### config.mk
export PLATFORM = sky130hd
export DESIGN_NAME = shst_ram
export DESIGN_NICKNAME = d
export VERILOG_FILES = /design/src/rtl/scoped_hash_symbol_table_unit_assert.svh /design/src/rtl/shst_ram.sv
export SDC_FILE = /design/constraint.sdc
export NUM_CORES = 1
export LEC_CHECK = 0
export BUFFER_PORTS_ARGS = -buffer_cell sky130_fd_sc_hd__clkbuf_2
export CAP_MARGIN = 10
export CORE_MARGIN = 1
export CORE_UTILIZATION = 60
export DETAILED_ROUTE_END_ITERATION = 8
export GPL_TIMING_DRIVEN = 0
export PLACE_DENSITY = 0.75
export SYNTH_ARGS = -nofsm -noshare
export SYNTH_HDL_FRONTEND = slang
export SYNTH_SLANG_ARGS = --single-unit
### constraint.sdc
create_clock -name clk -period 4.2 [get_ports clk]
set_input_delay 0.42 -clock clk [delete_from_list [all_inputs] [get_ports clk]]
set_output_delay 0.42 -clock clk [all_outputs]
set_load 0.02 [all_outputs]
### src/rtl/scoped_hash_symbol_table_unit_assert.svh
// ----------------------------------------------------------------------------
// scoped hash symbol table assertion macros
// concurrent assertion wrappers, empty when synthesizing
// ----------------------------------------------------------------------------
`ifndef SCOPED_HASH_SYMBOL_TABLE_UNIT_ASSERT_SVH
`define SCOPED_HASH_SYMBOL_TABLE_UNIT_ASSERT_SVH

`ifndef SYNTHESIS
// same-cycle implication
`define SHST_ASSERT_IMPLY(label, clk, rst, ante, cons) \
  label: assert property (@(posedge clk) disable iff (rst) (ante) |-> (cons)) \
    else $error("assertion failed: label");
// next-cycle implication
`define SHST_ASSERT_NEXT(label, clk, rst, ante, cons) \
  label: assert property (@(posedge clk) disable iff (rst) (ante) |=> (cons)) \
    else $error("assertion failed: label");
`else
`define SHST_ASSERT_IMPLY(label, clk, rst, ante, cons)
`define SHST_ASSERT_NEXT(label, clk, rst, ante, cons)
`endif

`endif

### src/rtl/shst_ram.sv
// ----------------------------------------------------------------------------
// shst_ram
// simple dual-port ram, one write and one registered read port
// ----------------------------------------------------------------------------
module shst_ram #(
  parameter int WIDTH = 8,
  parameter int DEPTH = 16
) (
  input  logic                     clk,
  input  logic                     wr_en,
  input  logic [$clog2(DEPTH)-1:0] wr_addr,
  input  logic [WIDTH-1:0]         wr_data,
  input  logic                     rd_en,
  input  logic [$clog2(DEPTH)-1:0] rd_addr,
  output logic [WIDTH-1:0]         rd_data
);

  logic [WIDTH-1:0] mem [DEPTH];

  always_ff @(posedge clk) begin
    if (wr_en) begin
      mem[wr_addr] <= wr_data;
    end
    if (rd_en) begin
      rd_data <= mem[rd_addr];
    end
  end

endmodule

Yosys cells after proc, flatten, opt, wreduce, memory -nomap -nowiden --
Memory sizes are Yosys's and may differ from the RTL's. A register that Yosys moved wholly into a read port is not among the register bits. Cells that the tools add are included.
Word-level totals: register bits after elaboration 0, latch bits 0, bits in writable memories 128, bits in read-only memories 0, bits of input ports 19, logic and storage cells 3, memories 1
Cells by class: add/sub/neg operators 0, multiply operators 0, divide/modulo/power cells 0, magnitude comparators 0, equal/unequal tests 0, shifts and indexed selects 0, multiplexer cells 2, bitwise gates (word level) 0, reduce and logical (&&, ||, !) cells 0
Memories:
- mem | depth 16, width 8, rd ports 1, clocked after Yosys merged registers in 1, wr ports 1, line shst_ram.sv:18 | logic [WIDTH-1:0] mem [DEPTH];
Operators by type and width (number):
- $mux 1 | 2

Depth between registers and ports, before layout --
word-level depth 2, gate-level depth with buffers 5, mapped depth without buffers 3

Worst setup path before layout --
OpenSTA, ideal clock, no wires.
path kind input -> register, from input port wr_addr[2], to memory mem[0][0], enable pin, library setup time 0.383 ns, arrival time 1.530 ns, setup slack 2.287 ns, stages on the path 2, path buffers 0, path through or3b_2 nor3_1
RTL lines:
- start, declared | line shst_ram.sv:11 | input logic [$clog2(DEPTH)-1:0] wr_addr,
- end, declared | line shst_ram.sv:18
Straight into the memory's write port.

Final worst setup path --
from input port wr_addr[2], to memory mem[8][7], enable pin
Straight into the memory's write port.

==> summary.md <==
| Metric | Value |
|---|---|
| Status | complete, no violations |
| Layout area overhead | 16.1% |
| Core Box Area | approximately 8300 um2 |
| P_int | between 2 and 2.5 mW |
| Mapped Area | roughly 5200 um2 |
| Slew Limit Fails | 0 |
| Endpoints failing setup | 0 |
| Die height | between 90 and 100 um |
| Peak supply drop | 479 uV |
| TritonRoute pass-1 iters | 4 |
| Critical Path RT | between 4000 and 5000 ps |
| Sequential power share | about 50% |
| Worst-path clk slew | ~60 ps |
| Post-route DRC violation count | 0 |
| Setup TNS Final | 0 ps |
| Post-synthesis cell type count | 18 |
| Ys flop type | edfxtp_1 |
| CTS tree | yes |
| Post-DR vias/cell | between 6 and 7 |
| Initial antenna violation count | 0 |
| CTS Root Cell | clkbuf_8 |
| Final HPWL DP | around 5900 um |
| Post-synth top area share | between 70% and 80% |
| Top cells by area in the synthesized netlist | edfxtp_1, mux4_2, mux4_1 |
| R2r setup slk | between 2000 and 3000 ps |
| Max Fanout on Critical Path | 8 |
| Avg Inst Size Synth | 22.8 um2 |
| Post-synthesis mux area share | about 15% |
| Worst-Margin Slew | approximately 1200 ps |
| Combinational group share of total power | approximately 4.8% |
| Clock skew | around 4.5 ps |
| Pin count of the biggest net entering global routing | 17 |
| Met3 Wirelength | just over 600 um |
| RSZ-0062 raised after global routing | false |
| First-pass GRT wire length | 14000 um |
| Clock network power share | 45.6% |
| Max-cap viol count | 0 |
| Ys Warns | 0 |
| Crit Path Class | input pin to flip-flop |
| Fmax | ~630 MHz |
| EDFF count, synth | 136 |
| Num ports | 27 |
| ANT nets after route | 0 |
| Sw power | approximately 620 uW |
| Num CTS Buffers | 17 |
| Met1 wire length | 4170 um |
| Die width | approximately 95 um |
| DR vias | about 2400 |
| Final RePlAce weighted congestion | 0.713 |
| Drt total wl | roughly 9500 um |
| Initial cell density of the core | a little over three fifths |
| Die Area | approximately 9100 um2 |
| DRT iter0 DRCs | around 200 |
| Crit path arrival time | between 1500 and 2000 ps |
| # H-tree levels | 4 |
| Synth async-reset ratio | 0% |
| #FFs+latches synth | around 140 |
| Simple-gate area share of the yosys netlist | between 3 and 4% |
| Switching share of power | about 20% |
| Final worst-path cycle share | between 30% and 40% |
| Fin cells | roughly 390 |
| Compound-Gate Fraction of Synth Area | 2.30% |
| Met2 Wirelength | approximately 4600 um |
| CTS resizes | 0 |
| Mean routed wirelength per cell | 24.2 um |
| Post-Synth XOR/XNOR Area | 0% |
| Largest family of logic cells by synthesized area | multiplexers |
| Clock latency on the worst-skew pair | between 500 and 600 ps |
| GRT Total Usage | 23.7% |
| Dominant cell type by area after synthesis | edfxtp_1 |
| Clock Sinks | about 140 |
| Fillcell total | around 480 |
| Crit end category | flip-flop |
| Cells after Synth | about 230 |
| Site Rows | 33 |
| Post-Synth Adder-Cell Area | 0% |
| # diodes | 0 |
| Layout Nets | between 200 and 300 |
| Synth Net Count | 248 |
| CTS Buffer Depth | 2 |
| Grt ovf | 0 |
| Fraction of layout cells with a size suffix above 1 | 29.6% |
| Startpoint type of the worst setup path | input pin |
| Post-CTS Setup Inserts | 0 |
| Lkg Pwr | approximately 2.0 nW |
| Seq/Total Area, Yosys | approximately four fifths |
| Minimum clock period | around 1600 ps |
| Path type of the worst min-delay path | input pin to flip-flop |
| Relative slew margins | ~21% |
| Hold Buf Count CTS | 0 |
| Vias in the first global route | 2334 |
| Final hold violations | 0 |
| Top Metal Used | met4 |
| Cell Pwr Density | about 510 nW/um2 |
| Placed Cells incl. Taps | roughly 360 |
| I/O Buffers | 25 |
kinds of logic after synthesis:
| logic type | count (synthesis) |
|---|---|
| flops | 136 |
| simple gates | 35 |
| mux | 32 |
| compound gates | 16 |
| buf+inv | 10 |
cells in the mapped netlist (all sizes together) (2+ instances only):
library cell	instances
edfxtp	136
mux4	32
a22oi	16
nor2	13
nand2	9
buf	7
nor3	4
clkdlybuf4s25	3
nand2b	2
nand3b	2
path summary, 6_finish.rpt:
| check | from | to | cells after the start |
|---|---|---|---|
| max | wr_addr[2] | mem[8][7]$_DFFE_PP_ | 3 |
| min | rd_en | rd_data[4]$_DFFE_PP_ | 1 |
| max reg2reg | mem[4][3]$_DFFE_PP_ | rd_data[3]$_DFFE_PP_ | 3 |
| min reg2reg | mem[10][0]$_DFFE_PP_ | rd_data[0]$_DFFE_PP_ | 3 |
flip-flops by register name, summed over array words and instances, names as in the netlist:
name     flops
mem        128
rd_data      8
layout make-up:
class                           instances  area, um2  area share (%)
Clock inverter                         14        158            2.60
Tap cell                              105        131            2.16
Sequential cell                       136       4080            67.3
Timing Repair Buffer                   27        138            2.27
Multi-Input combinational cell         83       1060            17.4
Clock buffer                           17        414            6.82
Buffer                                 10       86.3            1.42
stage by stage:
stage / hold slack, ps / util (%) / setup WS, ps / total power, mW / area [um2]
finish: 272 / 72.8 / 2620 / 3.10 / 6070
global route: 276 / 72.8 / 2530 / 3.19 / 6070
CTS: 262 / 72.6 / 2270 / 3.12 / 6060
detailed placement: 762 / 65.8 / 1780 / 1.71 / 5480
global placement: 733 / 65.8 / 1750 / 1.71 / 5480
floorplan: 519 / - / 2290 / 1.65 / 5230
power by group through the flow:
| stage | Combinational, mW | Sequential (mW) | Clock, mW |
|---|---|---|---|
| final | 0.149 | 1.54 | 1.41 |
| after global routing | 0.162 | 1.54 | 1.49 |
| after detailed placement | 0.149 | 1.56 | 0 |
| after global placement | 0.144 | 1.56 | 0 |
| after floorplan | 0.0772 | 1.57 | 0 |
| after CTS | 0.151 | 1.54 | 1.43 |
cells in the final DEF (no fill, tap or decap):
cell             instances
edfxtp_1               136
clkbuf_8                 1
clkbuf_16               16
nand3b_1                 2
nor2b_1                  1
mux4_2                  18
nor2_1                  13
buf_4                    1
clkinvlp_4               3
and2_1                   1
bufinv_16                3
mux4_1                  14
nand2b_1                 2
buf_6                    3
clkinv_2                 4
clkbuf_2                25
nor3_1                   4
clkinv_4                 1
inv_6                    1
or3b_2                   1
clkinv_1                 2
nand2_1                  9
nand3_1                  1
a22oi_1                 16
clkbuf_4                 1
and2b_1                  1
buf_2                    4
clkdlybuf4s25_2          3
worst max-delay path: stages:
cell      delay (ps)
clkbuf_2         110
nand3b_1         230
nor3_1           930
layer usage:
layer  GRT usage [%]  vias up
li1                -     1071
met1            34.9     1226
met2            34.7      109
met4            8.84        0
met5               0        -
met3            6.30        8
Note: power is estimated with default switching activity, not from simulation.
