--- config.mk ---
export PLATFORM = sky130hd
export DESIGN_NAME = shst_hash
export DESIGN_NICKNAME = d
export VERILOG_FILES = /design/src/rtl/scoped_hash_symbol_table_unit_assert.svh /design/src/rtl/shst_hash.sv
export SDC_FILE = /design/constraint.sdc
export NUM_CORES = 1
export LEC_CHECK = 0
export BUFFER_PORTS_ARGS = -buffer_cell sky130_fd_sc_hd__buf_4
export CAP_MARGIN = 0
export CORE_MARGIN = 3
export CORE_UTILIZATION = 35
export CTS_CLUSTER_DIAMETER = 50
export CTS_CLUSTER_SIZE = 12
export DETAILED_ROUTE_END_ITERATION = 12
export PLACE_DENSITY_LB_ADDON = 0.25
export SETUP_SLACK_MARGIN = 0.1
export SLEW_MARGIN = 30
export SYNTH_ARGS = -nofsm -noshare
export SYNTH_HDL_FRONTEND = slang
export SYNTH_SLANG_ARGS = --single-unit
--- constraint.sdc ---
create_clock -name clk -period 4.8 [get_ports clk]
set_input_delay 0.96 -clock clk [delete_from_list [all_inputs] [get_ports clk]]
set_output_delay 0.96 -clock clk [all_outputs]
set_load 0.01 [all_outputs]
--- src/rtl/scoped_hash_symbol_table_unit_assert.svh ---
// ----------------------------------------------------------------------------
// scoped hash symbol table assertion macros
// concurrent assertion wrappers, empty when synthesizing
// ----------------------------------------------------------------------------
`ifndef SCOPED_HASH_SYMBOL_TABLE_UNIT_ASSERT_SVH
`define SCOPED_HASH_SYMBOL_TABLE_UNIT_ASSERT_SVH

`ifndef SYNTHESIS
// same-cycle implication
`define SHST_ASSERT_IMPLY(label, clk, rst, ante, cons) \
  label: assert property (@(posedge clk) disable iff (rst) (ante) |-> (cons)) \
    else $error("assertion failed: label");
// next-cycle implication
`define SHST_ASSERT_NEXT(label, clk, rst, ante, cons) \
  label: assert property (@(posedge clk) disable iff (rst) (ante) |=> (cons)) \
    else $error("assertion failed: label");
`else
`define SHST_ASSERT_IMPLY(label, clk, rst, ante, cons)
`define SHST_ASSERT_NEXT(label, clk, rst, ante, cons)
`endif

`endif

--- src/rtl/shst_hash.sv ---
// ----------------------------------------------------------------------------
// shst_hash
// key mod BUCKETS, eight key bits per cycle, msb first
// ----------------------------------------------------------------------------
module shst_hash #(
  parameter int KEY_WIDTH = 32,
  parameter int BUCKETS   = 127
) (
  input  logic                       clk,
  input  logic                       rst,
  input  logic                       start,
  input  logic [KEY_WIDTH-1:0]       key,
  output logic                       done,
  output logic [$clog2(BUCKETS)-1:0] bucket
);

  localparam int DIGIT      = 8;
  localparam int DIGIT_VALS = 1 << DIGIT;
  localparam int DIGIT_MOD  = DIGIT_VALS % BUCKETS;
  localparam int STEPS      = (KEY_WIDTH + DIGIT - 1) / DIGIT;
  localparam int PAD_W      = STEPS * DIGIT;
  localparam int BKT_W      = $clog2(BUCKETS);
  localparam int RW         = BKT_W + 1;
  localparam int CNT_W      = $clog2(STEPS + 1);
  localparam logic [RW-1:0]    BKT_C    = RW'(BUCKETS);
  localparam logic [CNT_W-1:0] LAST_CNT = CNT_W'(STEPS - 1);

  logic [PAD_W-1:0] sh;
  logic [BKT_W-1:0] rem;
  logic [BKT_W-1:0] rem_next;
  logic [BKT_W-1:0] rem_shifted;
  logic [BKT_W-1:0] digit_rem;
  logic [RW-1:0]    sum;
  logic [RW-1:0]    diff;
  logic [CNT_W-1:0] cnt;
  logic             busy;

  // constant tables: (rem * 256) mod BUCKETS and digit mod BUCKETS
  always_comb begin
    int rs;
    int dr;
    rs          = 0;
    dr          = 0;
    rem_shifted = '0;
    digit_rem   = '0;
    for (int i = 0; i < BUCKETS; i++) begin
      if (rem == BKT_W'(i)) begin
        rem_shifted = BKT_W'(rs);
      end
      rs = rs + DIGIT_MOD;
      if (rs >= BUCKETS) begin
        rs = rs - BUCKETS;
      end
    end
    for (int j = 0; j < DIGIT_VALS; j++) begin
      if (sh[PAD_W-1 -: DIGIT] == DIGIT'(j)) begin
        digit_rem = BKT_W'(dr);
      end
      dr = dr + 1;
      if (dr == BUCKETS) begin
        dr = 0;
      end
    end
  end

  // both terms are below BUCKETS, one subtract brings the sum back in range
  assign sum      = {1'b0, rem_shifted} + {1'b0, digit_rem};
  assign diff     = sum - BKT_C;
  assign rem_next = (sum >= BKT_C) ? diff[BKT_W-1:0] : sum[BKT_W-1:0];

  always_ff @(posedge clk) begin
    if (rst) begin
      busy <= 1'b0;
      done <= 1'b0;
      cnt  <= '0;
    end else begin
      done <= 1'b0;
      if (start) begin
        sh   <= PAD_W'(key);
        rem  <= '0;
        cnt  <= '0;
        busy <= 1'b1;
      end else if (busy) begin
        sh  <= sh << DIGIT;
        rem <= rem_next;
        cnt <= cnt + 1'b1;
        if (cnt == LAST_CNT) begin
          busy <= 1'b0;
          done <= 1'b1;
        end
      end
    end
  end

  assign bucket = rem;

endmodule

After elaboration in Yosys (flattened, before gate mapping)
Cells that the tools add are included.
Widths: inputs -> output; s select.
- add/sub/neg operators: 3
- order comparisons: 1
- equality and inequality tests: 382
- mux-type cells: 389
- bitwise gates (word level): 2
- reduce and logical (&&, ||, !) cells: 4
- operator list (cell ; number):
    $mux 7 ; 377
    $eq 8x8->1 const B ; 128
    $eq 8x7->1 const B ; 64
    $eq 7x7->1 const B ; 63
    $eq 8x6->1 const B ; 32
    $eq 7x6->1 const B ; 32
    $eq 8x5->1 const B ; 16
    $eq 7x5->1 const B ; 16
    $eq 8x4->1 const B ; 8
    $mux 32 ; 2
    $eq 7x4->1 const B ; 8
    $eq 8x3->1 const B ; 4
    $eq 7x3->1 const B ; 4
    $eq 8x2->1 const B ; 2
    $eq 7x2->1 const B ; 2
    $add 7x7->8 ; 1
    $eq 8x1->1 const B ; 1
    $ge 8x7->1 const B ; 1
    $eq 7x1->1 const B ; 1
    $sub 7x7->7 const B ; 1
    $mux 3 ; 2
    $mux 1 ; 5
    $mux 2 ; 2
    $mux 4 ; 1
    other kinds (7) ; 8
- register bits after elaboration: 44
- output and inout bits: 8

Longest topological paths before layout
- depth after elaboration: 260
- mapped depth: 19

Least setup slack after synthesis
No wires, ideal clock.
- path type: flip-flop to flip-flop
- start point: register sh[28]
- end point: register rem[5], in the netlist bucket[5] (data pin)
- arrival: 3769 ps
- required time: 4653 ps
- path slack: 885 ps
- cell stages (with the launch flop): 17
- path buffers: 2
- clock period less this slack: 3915 ps
- path through: edfxtp_1 > or3_1 > buf_2 > nor2_2 > nor4_1 > o221a_1 > or4_4 > a211oi_1 > fa_1 > inv_1 > ha_1 > nand2_1 > nor3_1 > a41oi_2 > buf_6 > or3_1 > a21oi_1
- cells in the longest elaborated chain, start to end: 260
- elaborated cells on any way between the ends: 515
- those cells by class: add/sub (2); order compare (1); eq/ne (255); mux (257)
- RTL lines (what ; line ; text):
    from (decl) ; shst_hash.sv:28 ; logic [PAD_W-1:0] sh;
    from (signal assigned) ; shst_hash.sv:79 ; sh <= PAD_W'(key);
    from (signal assigned) ; shst_hash.sv:84 ; sh <= sh << DIGIT;
    $eq 8x1->1 ; shst_hash.sv:56 ; if (sh[PAD_W-1 -: DIGIT] == DIGIT'(j)) begin
    $mux 1 ; shst_hash.sv:56 ;
    $mux 2 ; shst_hash.sv:56 ;
    $mux 7 (252 in series) ; shst_hash.sv:56 ;
    $mux 7 (*) ; shst_hash.sv:56 ;
    $add 7x7->8 (*) ; shst_hash.sv:67 ; assign sum = {1'b0, rem_shifted} + {1'b0, digit_rem};
    $sub 7x7->7 / $ge 8x7->1 (equally long branches) ; shst_hash.sv:68, shst_hash.sv:69 ;
    $mux 7 (*) ; shst_hash.sv:69 ; assign rem_next = (sum >= BKT_C) ? diff[BKT_W-1:0] : sum[BKT_W-1:0];
    $mux 7 (*) ; shst_hash.sv:83 ; end else if (busy) begin
    to (signal assigned) ; shst_hash.sv:85 ; rem <= rem_next;
    to (decl) ; shst_hash.sv:29 ; logic [BKT_W-1:0] rem;
Mark *: on every way between the ends. The rest lies on a longest branch, timed or not. The select of a mux whose other input is x is not followed.
A chain may end at the register's enable or synchronous reset.

Final worst setup path
- start point: register sh[29]
- end point: register rem[0], in the netlist bucket[0] (data pin)
Same word-level chain as after synthesis.

==> out/metrics.cfg <==
[run_status]
status = completed

[place]
dpl_cell_area_um2 = 4080
io_buffer_count = 42
pre_cts_ws_ps = 289
post-dp-hpwl_um = 6470
gp_congestion = 0.885

[worst_setup_path]
worst_r2r_path_depth = 14
arrival_ps = 4520
cp_max_fo = 8
r2r_setup_slack_ps = 310
r2r-end = bucket[0]
setup.worst_path.start_class = register
end_kind = register
reg2reg_from = sh[29]
cp.required_ps = 4830
critical_path_class = reg2reg

[final_layout]
diodes = 0
fillCellCount = 961
register_area_um2 = 1270
fin_util_pct = 43.4
fin_area_um2 = 4280
area_growth_pct = 19.2
multi_input_area_um2 = 2150
drive_above_1_share_pct = 25.1
nets = 496

[yosys]
synth_top_area_share_pct = 32.6
ys_seq_elements = 44
synth_nets = 455
synth_edf_count = 39
synth_commonest_cells = edfxtp_1, nor2_1, nand2_1
avgSynthCellArea_um2 = 8.78
synth_area_leaders = edfxtp_1, mux2_2, nor2_1, a21oi_1, ha_1
ys_seq_area_share_pct = 35.4
yosysTopAreaCell = edfxtp_1
synth_warnings = 0
synth_area_um2 = 3590
synth_flop_cell = edfxtp_1
synth.most_common_cell = edfxtp_1
async_flop_share_pct = 0
syn_inst = 409
synth_cell_type_count = 65

[route]
num_vias = 3290
dr.pass1.iters = 5
postRouteAntennaNets = 0
drc = 0
routed_wl_um = 8930
drt_iter0_drc = 211
wire_per_inst_um = 15.3
vias_per_cell = 5.63

[sta]
rsz0062_at_grt = no
tightest_slew_ps = 549
setup_tns_ps = 0
max_freq_ghz = 0.223
setup_viol = 0
fin_hold_ws_ps = 500
slew_viol_final = 0
slew_headroom_pct = 63.3
fin_crit_sh_pct = 93.5
final-hold-violation-count = 0
final.setup_skew_ps = 5.11
layout_setup_ws_ps = 311
period_needed_ps = 4490

[grt]
grt_max_degree = 46
grtUsageTotal_pct = 15.7
grt_overflow = 0
globalRouteMet1Util_pct = 22.2
globalRouteMet3Util_pct = 2.40
top_usage_layer = met2
grt_pass1_vias = 3136
antenna_found_initial = 0
grt_pass1_wl_um = 15100
grtUsageMet2_pct = 25.1

[floorplan]
start_util_pct = 36.4
dieHeight_um = 107
die_x_um = 107
ios = 43
die_area_um2 = 11500
rows = 36
core_um2 = 9860

[min_path]
min_from = cnt[2]
whs_path_depth = 2
min_to = cnt[2]
hold_class = reg2reg

[power]
peakVddDrop_mv = 0.180
power_density_nw_per_um2 = 289
p_leak_nw = 1.60

[clock_tree]
path_clk_slew_ps = 80
clockBufferDepth = 2
htreeDepth = 2
numCtsBuffers = 5
tritoncts = built
root_buffer = clkbuf_8
clkSinkCount = 44
clk_latency_ps = 290

[flow_run]
cap_violations = 0

[through the flow]
step | cells | total power [W]
after floorplan | 409 | 0.000810
after global placement | 565 | 0.000930
after detailed placement | 566 | 0.000938
after CTS | 574 | 0.00122
after global routing | 584 | 0.00132
final | 584 | 0.00124
[cells by family (layout without fill, tap and decap cells)]
| kind of cell | Yosys count | in the layout | synth area share (%) |
|---|---|---|---|
| and+or+nand+nor | 154 | 154 | 22.0 |
| xor gates and xnor gates | 7 | 7 | 1.71 |
| adders and majority gates | 11 | 11 | 4.04 |
| DFF | 44 | 44 | 35.4 |
| buffers and inverters | 46 | 87 | 5.33 |
| AOI/OAI and AO/OA | 118 | 119 | 22.6 |
| muxes | 29 | 29 | 8.95 |
[how the worst max path moves through the flow]
stage                 from         to  cells past startpoint  slack, ps
detailed placement  sh[29]  bucket[3]                     15        290
floorplan           sh[28]  bucket[5]                     16        880
global placement    sh[29]  bucket[5]                     15        370
finish              sh[29]  bucket[0]                     14        310
CTS                 sh[29]  bucket[3]                     15        250
global route        sh[29]  bucket[0]                     14         90
[cell usage in the layout, fill, tap and decap left out, types with 3 or more instances in the layout]
master,instances
xor2_1,4
mux2i_1,4
xnor2_1,3
a21boi_0,6
nand3b_1,3
or2_2,3
a221oi_1,3
mux2_2,25
o2111ai_1,3
o211ai_1,4
edfxtp_1,39
o31ai_1,3
clkbuf_8,5
ha_1,10
a21oi_1,27
nor3b_1,3
o21ai_0,25
inv_1,10
nand2b_1,9
a211oi_1,3
nor4_1,3
nand3_1,13
o22ai_1,6
nand4_1,5
nor2b_1,13
nand2_1,28
a31oi_1,8
nor2_1,36
or3_1,6
nor3_1,9
and3_1,5
and2_1,12
buf_4,66
a211o_1,4
dfxtp_1,5
[flip-flops by register name, summed over array words and instances (netlist names)]
register / count
bucket: 7
busy: 1
cnt: 3
done: 1
sh: 32
[cell type report]
| type | count | area share [%] |
|---|---|---|
| timing repair buffer | 68 | 12.5 |
| tap | 133 | 3.89 |
| inverter | 11 | 0.965 |
| multi-input combinational | 320 | 50.4 |
| clock inverter | 3 | 0.994 |
| sequential | 44 | 29.7 |
| clock buffer | 5 | 1.61 |
[power by group]
group / internal (W) / switching, W / total (W)
clock: 0.000154 / 0.000122 / 0.000276
sequential: 0.000456 / 0.0000287 / 0.000485
combinational: 0.000210 / 0.000264 / 0.000474
total: 0.000821 / 0.000415 / 0.00124
[routing by layer]
layer,part of all wire [%],vias to the layer above
li1,-,1622
met1,46,1527
met2,47,129
met3,5.7,12
met4,1.1,0
met5,0,-
[timing repair]
item,4_1_cts,5_1_grt
setup buffers,0,9
endpoints found under the setup margin,0,6
hold buffers,0,0
gates resized for setup,0,3
[worst max-delay path, cell delays in order, from the launching register on]
cell      delay (ps)
edfxtp_1         520
or3_1            540
nor2_2           120
nor4_1            50
o221a_1          240
or4_4            530
a211o_1          260
ha_1             330
a211oi_2         270
nor2_1           140
o311ai_2         470
a41oi_1          310
buf_4            220
xor2_1           160
nor2_1            60
(Power assumes the default switching activity.)
